<file path="src/imuf_pkg.sv">
// Shared types and constants for the IMU lowpass/lead block.
// Holds field widths, coefficient constants, axis and register codes, job types.
// No dependencies.
package imuf_pkg;

  // Field and datapath widths
  localparam int AXIS_W      = 4;
  localparam int SAMPLE_W    = 16;
  localparam int OUT_W       = 22;
  localparam int X_W         = 17;   // sample after optional negation
  localparam int HIST_W      = 48;
  localparam int HALF_W      = 24;   // history word is split in two halves
  localparam int COEF_W      = 33;
  localparam int MUL_A_W     = 25;
  localparam int PROD_W      = MUL_A_W + COEF_W;
  localparam int ACC_W       = 62;
  localparam int GUARD_BITS  = 8;
  localparam int LO_SHIFT    = 22;
  localparam int HI_SHIFT    = HALF_W - LO_SHIFT;
  localparam int LEAD_SUM_W  = 51;
  localparam int DC_W        = 37;   // clamped magnetometer difference
  localparam int GAIN_W      = 16;
  localparam int GAIN_FRAC   = 14;
  localparam int MAC_STEPS   = 7;

  // Configuration port
  localparam int CFG_IDX_W   = 3;
  localparam int CFG_DATA_W  = 16;
  localparam int MAG_AXES    = 3;
  localparam int MAG_SEL_W   = 2;

  // Queue between front and back
  localparam int QUEUE_DEPTH = 2;
  localparam int QPTR_W      = 1;
  localparam int QCNT_W      = 2;

  // Axis codes
  localparam logic [AXIS_W-1:0] AXIS_ACCEL_X = 4'd0;
  localparam logic [AXIS_W-1:0] AXIS_ACCEL_Z = 4'd2;
  localparam logic [AXIS_W-1:0] AXIS_GYRO_X  = 4'd3;
  localparam logic [AXIS_W-1:0] AXIS_GYRO_Z  = 4'd5;
  localparam logic [AXIS_W-1:0] AXIS_MAG_X   = 4'd6;
  localparam logic [AXIS_W-1:0] AXIS_MAG_Z   = 4'd8;

  // Register indexes
  localparam logic [CFG_IDX_W-1:0] REG_MAG_OFFSET_X = 3'd0;
  localparam logic [CFG_IDX_W-1:0] REG_MAG_OFFSET_Y = 3'd1;
  localparam logic [CFG_IDX_W-1:0] REG_MAG_OFFSET_Z = 3'd2;
  localparam logic [CFG_IDX_W-1:0] REG_MAG_GAIN_X   = 3'd3;
  localparam logic [CFG_IDX_W-1:0] REG_MAG_GAIN_Y   = 3'd4;
  localparam logic [CFG_IDX_W-1:0] REG_MAG_GAIN_Z   = 3'd5;

  localparam logic [GAIN_W-1:0] GAIN_ONE = 16'd16384;

  // Filter coefficients, Q2.30
  localparam logic signed [COEF_W-1:0] COEF_A1  = 33'sd3086350582;
  localparam logic signed [COEF_W-1:0] COEF_NA2 = -33'sd2959813672;
  localparam logic signed [COEF_W-1:0] COEF_A3  = 33'sd946954914;
  localparam logic signed [COEF_W-1:0] COEF_B0  = 33'sd250000;

  // Coefficient for history tap 0..2; the input tap otherwise
  function automatic logic signed [COEF_W-1:0] coef_for(input logic [1:0] sel);
    logic signed [COEF_W-1:0] c;
    case (sel)
      2'd0:    c = COEF_A1;
      2'd1:    c = COEF_NA2;
      2'd2:    c = COEF_A3;
      default: c = COEF_B0;
    endcase
    return c;
  endfunction

  // One classified item
  typedef struct packed {
    logic [AXIS_W-1:0]         axis;
    logic                      live;     // axis has a channel
    logic                      mag;      // magnetometer axis
    logic [MAG_SEL_W-1:0]      mag_sel;
    logic signed [X_W-1:0]     x;
  } job_t;

  // Head of the queue as seen by the back end
  typedef struct packed {
    logic valid;
    job_t job;
  } head_t;

endpackage

</file>
<file path="src/imuf_if.sv">
// Stream interfaces for the IMU lowpass/lead block: sample input and result output.
// Depends on imuf_pkg for field widths.
interface imuf_in_if;
  import imuf_pkg::*;
  logic                       valid;
  logic                       ready;
  logic [AXIS_W-1:0]          axis;
  logic signed [SAMPLE_W-1:0] sample;

  modport source (output valid, output axis, output sample, input ready);
  modport sink   (input valid, input axis, input sample, output ready);
endinterface


</file>
<file path="src/imuf_queue.sv">
// Two-entry job queue between the front end and the filter engine.
// Depends on imuf_pkg for job_t and head_t.
module imuf_queue (
  input  logic           clk,
  input  logic           rst,
  input  logic           push,
  input  imuf_pkg::job_t push_job,
  output logic           full,
  input  logic           pop,
  output imuf_pkg::head_t head
);
  import imuf_pkg::*;

  job_t              slots [QUEUE_DEPTH];
  logic [QPTR_W-1:0] wr_ptr;
  logic [QPTR_W-1:0] rd_ptr;
  logic [QCNT_W-1:0] count;

  // Advance pointers and occupancy
  always_ff @(posedge clk) begin
    if (rst) begin
      wr_ptr <= '0;
      rd_ptr <= '0;
      count  <= '0;
    end else begin
      if (push) begin
        slots[wr_ptr] <= push_job;
        wr_ptr        <= wr_ptr + 1'b1;
      end
      if (pop) begin
        rd_ptr <= rd_ptr + 1'b1;
      end
      count <= count + QCNT_W'(push) - QCNT_W'(pop);
    end
  end

  assign full       = (count == QCNT_W'(QUEUE_DEPTH));
  assign head.valid = (count != '0);
  assign head.job   = slots[rd_ptr];

endmodule

</file>
<file path="src/imuf_front.sv">
// Front end: takes samples, classifies the axis (channel, sign flip, magnetometer)
// and queues the job. Depends on imuf_pkg, imuf_if and imuf_queue.
module imuf_front #(
  parameter int CHANNELS = 9
) (
  input  logic            clk,
  input  logic            rst,
  imuf_in_if.sink         sample_ch,
  input  logic            pop,
  output imuf_pkg::head_t head
);
  import imuf_pkg::*;

  localparam logic [AXIS_W:0] CH_LIMIT = (AXIS_W + 1)'(CHANNELS);

  job_t              job;
  logic              full;
  logic              flip;
  logic              push;
  logic [AXIS_W-1:0] mag_rel;
  logic signed [X_W-1:0] x_raw;

  // Classify the incoming sample
  always_comb begin
    flip = (sample_ch.axis == AXIS_ACCEL_X) || (sample_ch.axis == AXIS_ACCEL_Z) ||
           (sample_ch.axis == AXIS_GYRO_X)  || (sample_ch.axis == AXIS_GYRO_Z);
    x_raw   = {sample_ch.sample[SAMPLE_W-1], sample_ch.sample};
    mag_rel = sample_ch.axis - AXIS_MAG_X;

    job.axis    = sample_ch.axis;
    job.live    = ({1'b0, sample_ch.axis} < CH_LIMIT);
    job.mag     = (sample_ch.axis >= AXIS_MAG_X) && (sample_ch.axis <= AXIS_MAG_Z);
    job.mag_sel = job.mag ? mag_rel[MAG_SEL_W-1:0] : '0;
    job.x       = flip ? -x_raw : x_raw;
  end

  assign sample_ch.ready = !full;
  assign push            = sample_ch.valid && !full;

  imuf_queue u_queue (
    .clk      (clk),
    .rst      (rst),
    .push     (push),
    .push_job (job),
    .full     (full),
    .pop      (pop),
    .head     (head)
  );

endmodule

</file>
<file path="src/flat_wrapper.sv">
// flat-port wrapper written by rule: the top's interface ports become plain ports
module imuf_front_flat import imuf_pkg::*;
#(
  parameter int CHANNELS = 9
)
  (clk, rst, pop, head, sample_ch_valid, sample_ch_axis, sample_ch_sample, sample_ch_ready);
  imuf_in_if sample_ch_i ();
  input  logic clk;
  input  logic rst;
  input  logic pop;
  output imuf_pkg::head_t head;
  input wire logic [$bits(sample_ch_i.valid)-1:0] sample_ch_valid;
  input wire logic [$bits(sample_ch_i.axis)-1:0] sample_ch_axis;
  input wire logic [$bits(sample_ch_i.sample)-1:0] sample_ch_sample;
  output wire logic [$bits(sample_ch_i.ready)-1:0] sample_ch_ready;
  assign sample_ch_i.valid = sample_ch_valid;
  assign sample_ch_i.axis = sample_ch_axis;
  assign sample_ch_i.sample = sample_ch_sample;
  assign sample_ch_ready = sample_ch_i.ready;
  imuf_front #(.CHANNELS(CHANNELS)) u_core (.clk(clk), .rst(rst), .sample_ch(sample_ch_i), .pop(pop), .head(head));
endmodule
</file>
<file path="config.mk">
export PLATFORM = sky130hd
export DESIGN_NAME = imuf_front_flat
export DESIGN_NICKNAME = d
export VERILOG_FILES = /design/src/imuf_pkg.sv /design/src/imuf_if.sv /design/src/imuf_queue.sv /design/src/imuf_front.sv /design/src/flat_wrapper.sv
export SDC_FILE = /design/constraint.sdc
export NUM_CORES = 1
export LEC_CHECK = 0
export BUFFER_PORTS_ARGS = -buffer_cell sky130_fd_sc_hd__buf_2
export CAP_MARGIN = 15
export CELL_PAD_IN_SITES_DETAIL_PLACEMENT = 1
export CELL_PAD_IN_SITES_GLOBAL_PLACEMENT = 2
export CORE_ASPECT_RATIO = 0.75
export CORE_MARGIN = 1
export CORE_UTILIZATION = 40
export DETAILED_ROUTE_END_ITERATION = 8
export GPL_TIMING_DRIVEN = 0
export PLACE_DENSITY = 0.9
export SLEW_MARGIN = 20
export SYNTH_ARGS = -nofsm -noshare
export SYNTH_HDL_FRONTEND = slang
export SYNTH_SLANG_ARGS = --single-unit
</file>
<file path="constraint.sdc">
create_clock -name clk -period 7.84 [get_ports clk]
set_clock_uncertainty 0.1 [all_clocks]
set_input_delay 1.176 -clock clk [delete_from_list [all_inputs] [get_ports clk]]
set_output_delay 1.176 -clock clk [all_outputs]
set_load 0.005 [all_outputs]
</file>
==> impl_metrics.ini <==
[run_status]
status = completed

[clock_network]
tritoncts = done
post_cts_resized = 0
post_cts_buffers = 0
clock_latency_ns = 0.30
cts_root_buf = clkbuf_8
clkTransAtPathRegs_ns = 0.09
cts_hold_buffers = 0
cts_sinks = 55
cts.htree.levels = 2
cts_buffer_depth = 2
cts_made_buffers = 5

[floorplan]
start_util_pct = 42.0
dieArea_mm2 = 0.00651
core_area_mm2 = 0.00589
rows = 24
ioPinCount = 51
die_h_um = 70.1
fp.dieW_um = 92.8

[drt]
met1_length_um = 2360
drtIter0Drc = 53
vias = 1515
dr.pass1.iters = 4
top_layer_used = met4
via_per_inst = 4.97
route.detailed.drc = 0
ant_nets = 0
wl_met3_um = 195
met2WireLength_um = 2410
routedWlPerCell_um = 16.5
drt_wl_total_um = 5040

[global_route]
antenna_found_initial = 0
grt_max_degree = 17
grt_usage_pct = 16.7
grt_pass1_wl_um = 7970
grt_pass1_vias = 1580
grt_overflow = 0

[flow_run]
cap_violations = 0

[power_and_ir_drop]
clockPowerShare_pct = 23.0
switchingPower_uw = 167
cell_internal_pwr_uw = 481
switching_share_pct = 25.8
p_per_area_mw_per_mm2 = 219
combPwrFrac_pct = 20.4
vdd_drop_max_mv = 0.0672
p_leak_nw = 1.11
seqPwrFrac_pct = 56.6

[worst_setup_path]
crit_buf_inv = 3
crit_slowest_cell = mux2_2
arrival_ns = 1.77
cp_slowest_stage_delay_ns = 0.38
crit_type = register to output pin
crit_chain = clkbuf_1, buf_2, mux2_2, buf_2
path_max_fanout = 10
crit_top_cell = buf_2
reg2regPathDepth = 4
r2r_slack_ns = 5.95
r2r-start = u_core.u_queue.count[0]$_SDFF_PP0_
rr_endpoint = u_core.u_queue.slots[0][9]$_DFFE_PP_
cp-start-kind = register
crit_required_ns = 6.56
crit_path_end_kind = output pin
cpLargestDelayFamily = buffers and inverters

[sta]
maxSlewHeadroom_pct = 54.7
setup-tns-final_ns = 0
fmax_ghz = 0.329
timing_worst_slew_pin_value_ns = 0.675
post-route-period-util_pct = 38.8
hold_viol = 0
post-route-min-period_ns = 3.04
rsz0062_at_grt = no
setup_violations = 0
slew_viol_final = 0

[place]
dp.final_hpwl_um = 3820
dpl_cell_area_mm2 = 0.00287
place.gp.congestion = 0.726
portBuffers = 50

[synthesis]
synthFlopType = edfxtp_1
synthesis.nets = 191
synthTopCellsByArea = edfxtp_1 (61%), mux2_2 (12%), xor2_1 (5.0%)
yosysMostFrequentCell = edfxtp_1
yosysSeqAreaShare_pct = 64.7
ys_ff_latch = 55
syn_area_mm2 = 0.00247
ys_warn_count = 0
async_reset_ff_share_pct = 0
yosys.cell_types.count = 28
synth_top_area_share_pct = 60.7
synth_enable_flop_cells = 50
netlist_instances = 164
syn_avg_cell_area_um2 = 15.1
ys_top_cells_by_count = edfxtp_1 (50), mux2_2 (26), xor2_1 (14)
synth_top_area_cell = edfxtp_1

[worst_hold_path]
hold_class = register to register
min_path_cells = 2
timing.hold.worst_endpoint = u_core.u_queue.wr_ptr$_SDFFE_PP0P_
min-delay-start = u_core.u_queue.wr_ptr$_SDFFE_PP0P_

[cells_and_area]
n_antenna_cell = 0
syn_to_final_growth_pct = 19.4
drive_gt1_share_pct = 44.9
final_area_mm2 = 0.00295
finish.net_count = 253
[logic make-up (layout without fill, tap and decap cells)]
family | count (synthesis) | in the layout | synth area share [%]
flops | 55 | 55 | 64.7
simple gates | 37 | 37 | 9.36
mux | 26 | 26 | 11.8
xor+xnor | 19 | 19 | 7.03
compound gates | 12 | 12 | 3.49
buf+inv | 12 | 75 | 2.02
fa+ha+maj | 3 | 3 | 1.52
[layer usage]
metal | GRT usage (%) | vias up
li1 | - | 734
met4 | 6.67 | 0
met3 | 3.81 | 7
met1 | 21.0 | 741
met2 | 27.8 | 33
met5 | 0 | -
[power groups by stage]
stage	combinational, mW	sequential [mW]	clock [mW]
2_1_floorplan	0.0780	0.371	0
6_report	0.133	0.367	0.149
4_1_cts	0.136	0.367	0.153
3_3_place_gp	0.123	0.374	0
3_5_place_dp	0.135	0.374	0
5_1_grt	0.147	0.370	0.163
[worst min-delay path, stage by stage, from the launching register on]
cell and delay (ns):
dfxtp_1 0.39, xor2_1 0.09, nor2_1 0.07
[worst max-delay path by stage]
stage,start,end,cells after the start
2_1_floorplan,sample_ch_valid,u_core.u_queue.slots[1][0]$_DFFE_PP_,2
3_3_place_gp,sample_ch_valid,u_core.u_queue.slots[1][12]$_DFFE_PP_,3
3_5_place_dp,sample_ch_axis[1],u_core.u_queue.slots[0][7]$_DFFE_PP_,6
4_1_cts,register,head[16],4
5_1_grt,register,head[8],4
6_report,register,head[4],4
[placed cells by master (no fill, tap or decap), types with 3 or more instances in the layout]
master    instances
buf_4             5
dfxtp_1           5
nor3_1            9
o21ai_0           3
ha_1              3
buf_2            54
edfxtp_1         50
nor2_1            9
inv_1             6
xor2_1           14
mux2_2           26
a211oi_1          7
nand2_1           3
clkbuf_8          5
xnor2_1           4
[through the flow]
| step | total power [mW] | util (%) | hold WS (ns) | instances | setup WS (ns) |
|---|---|---|---|---|---|
| 6_report | 0.648 | 50.2 | 0.472 | 305 | 4.80 |
| 5_1_grt | 0.680 | 50.2 | 0.513 | 305 | 4.65 |
| 4_1_cts | 0.655 | 50.2 | 0.473 | 305 | 4.77 |
| 3_5_place_dp | 0.509 | 48.7 | 0.449 | 297 | 4.95 |
| 3_3_place_gp | 0.497 | 47.9 | 0.395 | 292 | 2.94 |
| 2_1_floorplan | 0.449 | - | 0.380 | 164 | 4.12 |
[final cells by class]
type                       count  area [um^2]
sequential                    55         1600
inverter                       6         22.5
buffer                         6         27.5
timing repair buffer          55          288
clock inverter                 3         15.0
clock buffer                   5         68.8
tap                           78         97.6
multi-input combinational     97          832
fill                         639         2930
[state kept, by name, summed over array words and instances (netlist names), named ones only]
name and count:
u_core.u_queue.slots 50, u_core.u_queue.rd_ptr 1, u_core.u_queue.count 2, u_core.u_queue.wr_ptr 1
Power figures use the tool's default switching activity.
